===== config.mk =====
export PLATFORM = sky130hd
export DESIGN_NAME = cdt_ctrl
export DESIGN_NICKNAME = d
export VERILOG_FILES = /design/src/hdl/cdt_pkg.sv /design/src/hdl/cdt_ctrl.sv
export SDC_FILE = /design/constraint.sdc
export NUM_CORES = 1
export LEC_CHECK = 0
export BUFFER_PORTS_ARGS = -buffer_cell sky130_fd_sc_hd__buf_2
export CAP_MARGIN = 20
export CELL_PAD_IN_SITES_DETAIL_PLACEMENT = 0
export CELL_PAD_IN_SITES_GLOBAL_PLACEMENT = 1
export CORE_AREA = 4 4 41 43
export DETAILED_ROUTE_END_ITERATION = 16
export DIE_AREA = 0 0 45 47
export GPL_ROUTABILITY_DRIVEN = 0
export HOLD_SLACK_MARGIN = 0.1
export PLACE_DENSITY_LB_ADDON = 0.08
export SLEW_MARGIN = 20
export SYNTH_ARGS = -nofsm -noshare
export SYNTH_HDL_FRONTEND = slang
export SYNTH_SLANG_ARGS = --single-unit

===== constraint.sdc =====
create_clock -name clock -period 2.6 [get_ports clock]
set_input_delay 0.26 -clock clock [delete_from_list [all_inputs] [get_ports clock]]
set_output_delay 0.26 -clock clock [all_outputs]
set_load 0.01 [all_outputs]

===== src/hdl/cdt_pkg.sv =====
// ----------------------------------------------------------------------------
// cdt_pkg: shared types and constants
// Payload structs, controller states and command/status bundles for the
// cylindrical diffusion tensor core.
// ----------------------------------------------------------------------------
package cdt_pkg;

   localparam int MAX_TERMS = 8;

   localparam logic [1:0] OP_EVAL   = 2'd0;
   localparam logic [1:0] OP_WR_R   = 2'd1;
   localparam logic [1:0] OP_WR_A   = 2'd2;
   localparam logic [1:0] OP_IGNORE = 2'd3;

   localparam logic [1:0] REG_RADIAL_TERMS = 2'd0;
   localparam logic [1:0] REG_AXIAL_TERMS  = 2'd1;
   localparam logic [1:0] REG_DERIV_MODE   = 2'd2;

   localparam logic [1:0] MODE_VALUE  = 2'd0;
   localparam logic [1:0] MODE_RADIAL = 2'd1;
   localparam logic [1:0] MODE_AXIAL  = 2'd2;

   localparam logic signed [31:0] ONE_Q16   = 32'sd65536;
   localparam logic signed [33:0] CORDIC_GAIN = 34'sd652032874;

   typedef struct packed {
      logic [1:0]         opcode;
      logic [30:0]        radius;
      logic [15:0]        angle;
      logic signed [31:0] axial_position;
      logic [2:0]         coeff_index;
      logic signed [31:0] coeff_value;
   } req_type;

   typedef struct packed {
      logic signed [31:0] tensor_xx;
      logic signed [31:0] tensor_xy;
      logic signed [31:0] tensor_yy;
      logic signed [31:0] tensor_zz;
      logic               saturated;
   } rsp_type;

   typedef enum logic [2:0] {
      ST_IDLE, ST_LOOP, ST_TRIG, ST_MUL, ST_ROUND, ST_OUT
   } state_type;

   // controller to datapath
   typedef struct packed {
      logic load;      // capture item, init Horner and CORDIC
      logic step;      // one Horner step and one CORDIC step
      logic trig;      // trig products
      logic mul;       // tensor products
      logic round;     // round and saturate
      logic out_load;  // load output register
   } cmd_type;

   // datapath to controller
   typedef struct packed {
      logic done;      // both loops finished
   } sts_type;

   function automatic logic signed [31:0] atan_turn(input logic [4:0] i);
      logic signed [31:0] r;
      case (i)
         5'd0:  r = 32'h20000000;  5'd1:  r = 32'h12E4051E;
         5'd2:  r = 32'h09FB385B;  5'd3:  r = 32'h051111D4;
         5'd4:  r = 32'h028B0D43;  5'd5:  r = 32'h0145D7E1;
         5'd6:  r = 32'h00A2F61E;  5'd7:  r = 32'h00517C55;
         5'd8:  r = 32'h0028BE53;  5'd9:  r = 32'h00145F2F;
         5'd10: r = 32'h000A2F98;  5'd11: r = 32'h000517CC;
         5'd12: r = 32'h00028BE6;  5'd13: r = 32'h000145F3;
         5'd14: r = 32'h0000A2FA;  5'd15: r = 32'h0000517D;
         5'd16: r = 32'h000028BE;  5'd17: r = 32'h0000145F;
         5'd18: r = 32'h00000A30;  5'd19: r = 32'h00000518;
         5'd20: r = 32'h0000028C;  5'd21: r = 32'h00000146;
         5'd22: r = 32'h000000A3;  5'd23: r = 32'h00000051;
         default: r = 32'sd0;
      endcase
      return r;
   endfunction

   // Saturate a 66-bit value to 32 bits, flag clipping
   function automatic logic [32:0] sat32(input logic signed [65:0] v);
      logic [32:0] r;
      if (v > 66'sd2147483647)       r = {1'b1, 32'h7FFFFFFF};
      else if (v < -66'sd2147483648) r = {1'b1, 32'h80000000};
      else                           r = {1'b0, v[31:0]};
      return r;
   endfunction

endpackage


===== src/hdl/cdt_ctrl.sv =====
// ----------------------------------------------------------------------------
// cdt_ctrl: evaluation sequencer
// Walks one evaluate item through load, loop, trig, product, round and
// output phases; handles the request/response handshake.
// ----------------------------------------------------------------------------
module cdt_ctrl (
   input  logic                 clock,
   input  logic                 reset,
   input  logic                 req_valid,
   input  logic [1:0]           req_opcode,
   output logic                 req_stall,
   output logic                 rsp_valid,
   input  logic                 rsp_stall,
   input  cdt_pkg::sts_type     sts,
   output cdt_pkg::cmd_type     cmd
);

   cdt_pkg::state_type state_ff, state_in;
   logic               rsp_valid_ff, rsp_valid_in;

   always_ff @(posedge clock) begin
      if (reset) begin
         state_ff     <= cdt_pkg::ST_IDLE;
         rsp_valid_ff <= 1'b0;
      end else begin
         state_ff     <= state_in;
         rsp_valid_ff <= rsp_valid_in;
      end
   end

   // next state and commands
   always_comb begin
      state_in     = state_ff;
      rsp_valid_in = rsp_valid_ff;
      cmd          = '0;
      req_stall    = 1'b1;
      if (rsp_valid_ff && !rsp_stall) rsp_valid_in = 1'b0;
      case (state_ff)
         cdt_pkg::ST_IDLE: begin
            req_stall = 1'b0;
            if (req_valid) begin
               cmd.load = 1'b1;
               if (req_opcode == cdt_pkg::OP_EVAL) state_in = cdt_pkg::ST_LOOP;
            end
         end
         cdt_pkg::ST_LOOP: begin
            if (sts.done) state_in = cdt_pkg::ST_TRIG;
            else cmd.step = 1'b1;
         end
         cdt_pkg::ST_TRIG: begin
            cmd.trig = 1'b1;
            state_in = cdt_pkg::ST_MUL;
         end
         cdt_pkg::ST_MUL: begin
            cmd.mul  = 1'b1;
            state_in = cdt_pkg::ST_ROUND;
         end
         cdt_pkg::ST_ROUND: begin
            cmd.round = 1'b1;
            state_in  = cdt_pkg::ST_OUT;
         end
         cdt_pkg::ST_OUT: begin
            // wait for output register to free
            if (!rsp_valid_ff || !rsp_stall) begin
               cmd.out_load = 1'b1;
               rsp_valid_in = 1'b1;
               state_in     = cdt_pkg::ST_IDLE;
            end
         end
         default: state_in = cdt_pkg::ST_IDLE;
      endcase
   end

   assign rsp_valid = rsp_valid_ff;

endmodule


# Yosys cells after proc, flatten, opt, wreduce, memory -nomap -nowiden
# Index checks and enable logic that the tools add are counted.
[classes]
n_eq_ne = 9
shifts = 0
reduce_logical = 7
n_bitwise = 0
mux = 18
addsub = 0
n_lt_le_gt_ge = 0
multipliers = 0
n_div = 0
[ops]
columns = ["op", "count"]
rows = [
  ["one-hot mux 3 bit (6 select lines)", 1],
  ["2-to-1 mux 1 bit", 13],
  ["2-to-1 mux 3 bit", 4],
  ["inequality test 2 bit (second input constant)", 4],
  ["equality test 3 x 2 -> 1 bit (second input constant)", 2],
  ["equality test 3 bit (second input constant)", 2],
  ["AND reduction 4 bit", 1],
  ["equality test 3 x 1 -> 1 bit (second input constant)", 1],
  ["logical NOT 3 bit", 1],
  ["logical NOT 1 bit", 2],
  ["logical NOT 2 bit", 1],
  ["logical AND 1 bit", 1],
  ["logical OR 1 bit", 1],
]
[totals]
latchBits = 0
register_bits = 4
elab_cells = 36
ram_bits = 0
romBits = 0
n_memories = 0
inputBits = 7

# Depth between registers and ports, before layout
# Gate-level depths: netlist of run 1.
[depth]
word_depth = 5
mapped_depth = 4

# Worst setup path after synthesis of run 1
# Ideal clock, no wire load.
[synth_timing]
path_kind = "register -> output"
start = "register state_ff[2]"
end = "output port cmd[5] (netlist name)"
arrival_ns = 0.946
slack_ns = 1.394
stages_incl_launch_ff = 4
t_required_ns = 2.340
path_cell_list = "dfxtp_1 -> buf_6 -> or3_4 -> nor2_1"
[synth_rtl]
columns = ["item", "line", "rtl"]
rows = [
  ["start, declared", "cdt_ctrl.sv:18", "cdt_pkg::state_type state_ff, state_in;"],
  ["start signal, assigned", "cdt_ctrl.sv:23", "state_ff <= cdt_pkg::ST_IDLE;"],
  ["start signal, assigned", "cdt_ctrl.sv:26", "state_ff <= state_in;"],
  ["end, declared", "cdt_ctrl.sv:15", "output cdt_pkg::cmd_type cmd"],
]

==> results.md, run 1 <==
* Outcome: finished clean
* Boundary Pins at 15
* Initial Util at 18.46%
* Resized cells post-CTS at 0
* DP Worst Slack at 1.347 ns
* Remaining antenna violation count at 0
* Top-area cell type share of the netlist area at roughly 33%
* Fraction of layout cells with a size suffix above 1 at 47.83%
* Cell area after layout at approximately 340 um^2
* Global-route wire length before repair at 1035 um
* Post-synthesis net count at 37
* # DRC at 0
* Placement Cell Area at 317.8 um^2
* Die area at 2115 um^2
* Cell taking the most area after synthesis: dfxtp_1
* DR WL/cell at ~11 um
* Largest net degree at the start of global routing at 10
* Reg2Reg Setup Slack at 1.51 ns
* # setup viols final at 0
* Req. time, crit path at 2.34 ns
* Yosys Warn Count at 0
* Drt total wl at 647 um
* Placed insts at 58
* CP Buf/Inv Count at 1
* Hold WS at 0.2359 ns
* Kind of critical path: register to output pin
* Endpoint class of the critical path: output pin
* DIE HEIGHT at 47 um
* Ant diodes at 0
* Yosys cell types at 15
* Min cycle time layout at 1.483 ns
* Rel. slew slack at 81.24%
* FMAX at between 600 and 700 MHz
* Skew final at 0.003722 ns
* CP cell instances: or3_4, nor2_1, buf_2
* Peak supply drop at approximately 0.25 mV
* CTS Buf Count at 3
* Final Worst Setup Slack at 1.117 ns
* Power density over the cells at approximately 530 nW/um^2
* Initial antenna violation count at 0
* Mapped Cells at 30
* Fillers at 160
* Grt ovf at 0
* Mean post-synth cell area at 8.008 um^2
* Fin. Hold Viols at 0
* Setup Fix Bufs, Post-CTS at 0
* Crit share post-route at between 50 and 60%
* Sink Count at 4
* DRT Pass-1 Iters at 3
* Total track usage at 7.267%
* Initial DRC Count at 2
* Worst-Skew Late Latency at 0.23 ns
* Worst-path fanout max at 8
* CTS Buffer Depth at 2
* Rows at 13
* Final Non-Filler Cells at 61
* CP delay by family, top: simple AND/OR/NAND/NOR gates
* Input/output buffers at 14
* Power Total at between 0.15 and 0.2 mW
* Sequential element share of the synthesized area at 33.33%
* Hold crit path type: input pin to register
* Area contributors post-synth: dfxtp_1 33%, nor3b_1 9.4%, a21oi_1 8.3%
* Critical Path AT at about 1.2 ns
* RSZ-0062 raised after global routing: false
* Hold bufs inserted after CTS at 0
* Total vias in the final route at approximately 260
* Max_cap viols at 0
* Final Core Density at around a quarter
* Vias in the first global route at around 240
* Total core area at 1301 um^2
* CTS tree: built
* CP peak stage delay at 0.42 ns
* Final #Nets at 55
* Mapped Area at roughly 240 um^2
* Crit start category: register
* Setup_tns at 0 ns
* Final Max Slew Viols at 0
* Clk slew on worst S/H paths at 0.04 ns
* Htree depth at 1
* Area Overhead vs Synth at 41.67%
* #FFs+latches synth at 4
* Static Leak at between 0.15 and 0.2 nW
* Via density at 4.279
* Die W at 45 um
* Slowest-stage cell, CP: or3_4
* HPWL Detailed at 514.2 um
* Slew @ Worst Pin at 0.2811 ns
* Root Buffer: clkbuf_4
-- Yosys cell counts --
cell     n
a21oi_1  4
dfxtp_1  4
inv_1    3
nor3_1   3
nor3b_1  3
and2b_2  2
nand2_1  2
o21ai_0  2
a211o_2  1
a31oi_1  1
buf_6    1
nand3_1  1
nor2_1   1
o21ai_2  1
or3_4    1
-- path summary, 6_finish.rpt --
| check | startpoint | to | depth (start not counted) |
|---|---|---|---|
| setup / recovery | state_ff[1] | cmd[5] | 3 |
| setup reg to reg | state_ff[1] | state_ff[0] | 3 |
| hold / removal | reset | state_ff[2] | 2 |
| hold reg to reg | rsp_valid | rsp_valid | 2 |
-- metal layers --
metal	routed length, um	vias to the layer above	GRT usage, %
li1	-	140	-
met1	296	111	7.955
met2	287	10	9.887
met3	63	0	6.130
met4	0	0	3.509
met5	0	-	0
-- sequential cells by signal, summed over array words and instances, names as in the netlist --
name	cells
rsp_valid	1
state_ff	3
-- report_power, final --
group / leakage (nW) / internal, mW / switching, mW / total (mW)
logic: 0.123 / 0.0192 / 0.0165 / 0.0357
registers: 0.0325 / 0.0647 / 0.00551 / 0.0702
clock network: 0.0138 / 0.0515 / 0.0240 / 0.0755
total: 0.169 / 0.135 / 0.0460 / 0.181
-- logic make-up (layout without fill, tap and decap cells) --
family,count (synthesis),after routing,share of synthesized area [%]
buffers and inverters,4,20,9.374
and+or+nand+nor,13,13,34.37
DFF,4,4,33.33
AOI/OAI and AO/OA,9,9,22.92
-- area by class of cell --
type                       instances  area (um^2)  share of cell area [%]
timing repair buffer              14        70.07                   20.59
sequential                         4        80.08                   23.53
inverter                           3        11.26                   3.309
clock buffer                       3        22.52                   6.618
tap                               15        18.77                   5.515
multi-input combinational         22        137.6                   40.44
-- layout by cell type, fill, tap and decap left out --
cell	Yosys	layout
inv_1	3	3
nor3b_1	3	3
nor3_1	3	3
a211o_2	1	1
buf_2	0	14
dfxtp_1	4	4
nand3_1	1	1
o21ai_0	2	2
clkbuf_4	0	3
and2b_2	2	2
nor2_1	1	1
a31oi_1	1	1
or3_4	1	1
a21oi_1	4	4
nand2_1	2	2
o21ai_2	1	1
Power figures use the tool's default switching activity.
==> run 2, diff against run 1 <==
Clock period 2.6 ns to 1.5 ns, I/O delays scaled along.
==> run 2 against run 1 <==
Sequential cell count stayed put; clock-buffer cell count stayed put; worst setup slack worse by 1.0 ns; combinational power is 72% higher; first-iteration DRC count grew to 3.5 times the previous value; via count is 0.38% higher; routed wire length is 3.9% higher; critical path depth stayed put; sequential power is 74% higher; critical endpoint unchanged; highest routed layer unchanged.
==> results.md, run 2 (same netlist as run 1, synthesis figures left out) <==
* DIE HEIGHT at 47 um (unchanged)
* Total core area at 1301 um^2 (unchanged)
* Die W at 45 um (unchanged)
* Area Overhead vs Synth at 41.67% (unchanged)
* Initial Util at 18.46% (unchanged)
* Kind of critical path: register to output pin (unchanged)
* RSZ-0062 raised after global routing: false (unchanged)
* CTS tree: built (unchanged)
* Fillers at 159 (was 160)
* Boundary Pins at 15 (unchanged)
* FMAX at 719.6 MHz
* Power density over the cells at 943.8 nW/um^2 (was 532.9 nW/um^2)
* Placement Cell Area at 317.8 um^2 (unchanged)
* DRT Pass-1 Iters at 3 (unchanged)
* Vias in the first global route at 249 (was 244)
* Drt total wl at 672 um (was 647 um)
* Max_cap viols at 0 (unchanged)
* Slowest-stage cell, CP: or3_4 (unchanged)
* Die area at 2115 um^2 (unchanged)
* Peak supply drop at 0.4850 mV (was 0.2502 mV)
* Req. time, crit path at 1.35 ns (was 2.34 ns)
* Input/output buffers at 14 (unchanged)
* Final #Nets at 55 (unchanged)
* Crit share post-route at 92.64%
* HPWL Detailed at 519.4 um (was 514.2 um)
* Min cycle time layout at 1.390 ns
* Sink Count at 4 (unchanged)
* Crit start category: register (unchanged)
* Final Non-Filler Cells at 61 (unchanged)
* Largest net degree at the start of global routing at 10 (unchanged)
* Grt ovf at 0 (unchanged)
* Hold crit path type: input pin to register (unchanged)
* Total vias in the final route at 262 (was 261)
* Rows at 13 (unchanged)
* DR WL/cell at 11.02 um (was 10.61 um)
* Rel. slew slack at 81.57% (was 81.24%)
* Root Buffer: clkbuf_4 (unchanged)
* Global-route wire length before repair at 1110 um (was 1035 um)
* Worst-Skew Late Latency at 0.24 ns (was 0.23 ns)
* Htree depth at 1 (unchanged)
* CTS Buf Count at 3 (unchanged)
* # setup viols final at 0 (unchanged)
* Commonest non-fill, non-tap cell in the layout: buf_2 (unchanged)
* Area occupied by multi-input gates at 137.6 um^2 (unchanged)
* Final Max Slew Viols at 0 (unchanged)
* Initial DRC Count at 7 (was 2)
* Power Total at 0.3212 mW (was 0.1814 mW)
* Placed insts at 58 (unchanged)
* Initial antenna violation count at 0 (unchanged)
* Largest register FFs at 3 (unchanged)
* Critical Path AT at 1.24 ns (was 1.22 ns)
* Remaining antenna violation count at 0 (unchanged)
* CTS Buffer Depth at 2 (unchanged)
* # DRC at 0 (unchanged)
* Endpoint class of the critical path: output pin (unchanged)
* Hold bufs inserted after CTS at 0 (unchanged)
* Outcome: finished clean (unchanged)
* Cell area after layout at 340.3 um^2 (unchanged)
* Total area of sequential cells at 80.08 um^2 (unchanged)
* Setup Fix Bufs, Post-CTS at 0 (unchanged)
* Worst-path fanout max at 8 (unchanged)
* Fin. Hold Viols at 0 (unchanged)
* Ant diodes at 0 (unchanged)
* Slew @ Worst Pin at 0.2760 ns (was 0.2811 ns)
* Setup_tns at 0 ns (unchanged)
* Total track usage at 7.899% (was 7.267%)
* Resized cells post-CTS at 0 (unchanged)
* Static Leak at 0.1694 nW (unchanged)
* Via density at 4.295 (was 4.279)
* Most frequent cells in the layout: 14 x buf_2, 4 x a21oi_1, 4 x dfxtp_1 (unchanged)
* CP peak stage delay at 0.42 ns (about the same)
* Fraction of layout cells with a size suffix above 1 at 47.83% (unchanged)
* CP cell instances: or3_4, nor2_1, buf_2 (unchanged)
* Reg with most FFs: state_ff (unchanged)
* Clk slew on worst S/H paths at 0.04 ns (about the same)
* Skew final at 0.004016 ns (was 0.003722 ns)
[run 2: per-layer routing]
layer	vias to the layer above	share of wire, %	GRT usage [%]	routed length (um)
met5	-	0	0	0
met4	0	0	1.754	0
met3	0	12	6.513	78
met2	14	43	10.17	286
met1	110	46	10.00	307
li1	138	-	-	-
[run 2: path summary, 6_finish.rpt]
path               start          end  slack (ns)  depth (start not counted)
max reg2reg  state_ff[1]  state_ff[0]        0.40                          3
max          state_ff[1]       cmd[5]        0.11                          3
min reg2reg    rsp_valid    rsp_valid        0.53                          2
min                reset  state_ff[2]        0.12                          2
[run 2: area by class of cell]
class	instances	area share [%]
clock buffer	3	6.618
inverter	3	3.309
multi-input combinational	22	40.44
sequential	4	23.53
tap	15	5.515
timing repair buffer	14	20.59
[run 2: stage by stage]
step                hold WS, ns  util, %  setup WS (ns)
floorplan                0.2191        -         0.4043
detailed placement       0.3661    24.42         0.3576
CTS                      0.1105    26.15        0.09852
finish                   0.1197    26.15         0.1103
global placement         0.3698    24.42         0.3753
global route             0.1238    26.15        0.01718
[run 2: critical path: cells and delay by family (launching register included)]
family | cells | cell delay (ns)
simple gates | 2 | 0.51
buf+inv | 1 | 0.13
flops | 1 | 0.36
[run 2: power breakdown]
group / internal, mW / total [mW] / switching, mW
clock: 0.0898 / 0.138 / 0.0483
sequential: 0.112 / 0.122 / 0.00962
combinational: 0.0332 / 0.0615 / 0.0283
total: 0.235 / 0.321 / 0.0862
==> run 3, diff against run 2 <==
Settings changed: HOLD_SLACK_MARGIN 0.1 to unset, PLACE_DENSITY_LB_ADDON 0.08 to 0.1.
==> run 3 against run 2 <==
Die area stayed put; largest cell class unchanged; global-route usage is 0.79 points lower; first-iteration DRC count is 57% lower; worst hold slack better by 0.0076 ns; register-to-register slack better by 0.02 ns; fmax is 0.81% higher; sequential power hardly changed; worst setup slack better by 0.011 ns; utilization stayed put; critical endpoint unchanged; cell count stayed put; clock-buffer cell count stayed put.
==> results.md, run 3 (same netlist as run 1, synthesis figures left out) <==
* Largest register FFs at 3 (unchanged)
* Fraction of layout cells with a size suffix above 1 at 47.83% (unchanged)
* Global-route wire length before repair at 1055 um (was 1110 um)
* Rel. slew slack at 81.49% (was 81.57%)
* Area occupied by multi-input gates at 137.6 um^2 (unchanged)
* Slew @ Worst Pin at 0.2772 ns (was 0.2760 ns)
* Skew final at 0.001642 ns (was 0.004016 ns)
* Largest net degree at the start of global routing at 10 (unchanged)
* CP Buf/Inv Count at 1 (unchanged)
* Fillers at 157 (was 159)
* Grt ovf at 0 (unchanged)
* Boundary Pins at 15 (unchanged)
* CP peak stage delay at 0.42 ns (about the same)
* Power density over the cells at 919.4 nW/um^2 (was 943.8 nW/um^2)
* Cell area after layout at 340.3 um^2 (unchanged)
* Placement Cell Area at 317.8 um^2 (unchanged)
* DRT Pass-1 Iters at 5 (was 3)
* Endpoint class of the critical path: output pin (unchanged)
* Final Core Density at 26.15% (unchanged)
* Kind of critical path: register to output pin (unchanged)
* Die area at 2115 um^2 (unchanged)
* # DRC at 0 (unchanged)
* Via density at 4.475 (was 4.295)
* CP delay by family, top: simple AND/OR/NAND/NOR gates (unchanged)
* Vias in the first global route at 266 (was 249)
* # setup viols final at 0 (unchanged)
* Peak supply drop at 0.4354 mV (was 0.4850 mV)
* CP cell instances: or3_4, nor2_1, buf_2 (unchanged)
* Initial DRC Count at 3 (was 7)
* Worst-Skew Late Latency at 0.23 ns (was 0.24 ns)
* Crit start category: register (unchanged)
* Sink Count at 4 (unchanged)
* Root Buffer: clkbuf_4 (unchanged)
* Initial Util at 18.46% (unchanged)
* Die W at 45 um (unchanged)
* Min cycle time layout at 1.378 ns (was 1.390 ns)
* Static Leak at 0.1694 nW (unchanged)
* RSZ-0062 raised after global routing: false (unchanged)
* Req. time, crit path at 1.35 ns (about the same)
* Crit share post-route at 91.90% (was 92.64%)
* DIE HEIGHT at 47 um (unchanged)
* Reg2Reg Setup Slack at 0.42 ns (was 0.40 ns)
* Outcome: finished clean (unchanged)
* Hold crit path type: input pin to register (unchanged)
* Total track usage at 7.109% (was 7.899%)
* Total vias in the final route at 273 (was 262)
* CTS Buf Count at 3 (unchanged)
* Slowest-stage cell, CP: or3_4 (unchanged)
* Rows at 13 (unchanged)
* Final Worst Setup Slack at 0.1215 ns (was 0.1103 ns)
* Htree depth at 1 (unchanged)
* DR WL/cell at 10.39 um (was 11.02 um)
* Remaining antenna violation count at 0 (unchanged)
* Total area of sequential cells at 80.08 um^2 (unchanged)
* Clk slew on worst S/H paths at 0.04 ns (about the same)
* Setup Fix Bufs, Post-CTS at 0 (unchanged)
* Final Max Slew Viols at 0 (unchanged)
* Most frequent cells in the layout: 14 x buf_2, 4 x a21oi_1, 4 x dfxtp_1 (unchanged)
* Hold bufs inserted after CTS at 0 (unchanged)
* CTS Buffer Depth at 2 (unchanged)
* CTS tree: built (unchanged)
* Final #Nets at 55 (unchanged)
* DP Worst Slack at 0.3567 ns (was 0.3576 ns)
* HPWL Detailed at 499.3 um (was 519.4 um)
* Area Overhead vs Synth at 41.67% (unchanged)
* Reg with most FFs: state_ff (unchanged)
* Fin. Hold Viols at 0 (unchanged)
* Critical Path AT at 1.23 ns (was 1.24 ns)
* Setup_tns at 0 ns (unchanged)
* Commonest non-fill, non-tap cell in the layout: buf_2 (unchanged)
* Worst-path fanout max at 8 (unchanged)
* Input/output buffers at 14 (unchanged)
* Max_cap viols at 0 (unchanged)
* Initial antenna violation count at 0 (unchanged)
* Resized cells post-CTS at 0 (unchanged)
* Drt total wl at 634 um (was 672 um)
* Total core area at 1301 um^2 (unchanged)
* Ant diodes at 0 (unchanged)
* FMAX at 725.4 MHz (was 719.6 MHz)
run 3: cell type report:
class | count | area share, %
clock buffers | 3 | 6.618
inverters | 3 | 3.309
well taps | 15 | 5.515
flip-flops and latches | 4 | 23.53
repair buffers | 14 | 20.59
multi-input cells | 22 | 40.44
run 3: power breakdown:
group          internal (mW)  switching (mW)  leakage (nW)
sequential             0.112         0.00943        0.0325
clock                 0.0893          0.0405        0.0138
combinational         0.0332          0.0284         0.123
run 3: worst paths after layout:
kind          startpoint          end  depth (start not counted)
max          state_ff[1]       cmd[5]                          3
min                reset  state_ff[2]                          2
max reg2reg  state_ff[2]  state_ff[2]                          3
min reg2reg    rsp_valid    rsp_valid                          2
run 3: per-layer routing:
metal	global-route usage, %	wire, um	up-vias
met2	11.30	299	12
met1	7.955	267	121
met3	4.598	67	0
met4	1.754	0	0
met5	0	0	-
li1	-	-	140
run 3: through the flow:
step	instances	power [mW]	hold WS [ns]
2_1_floorplan	30	0.1592	0.2191
3_3_place_gp	58	0.1853	0.3741
3_5_place_dp	58	0.1855	0.3709
4_1_cts	61	0.3225	0.1227
5_1_grt	61	0.3411	0.1437
6_report	61	0.3129	0.1273
run 3: worst reg2reg max path, stage by stage (launching register included):
cell,delay (ns)
dfxtp_1,0.47
inv_1,0.12
a211o_2,0.31
a21oi_1,0.12
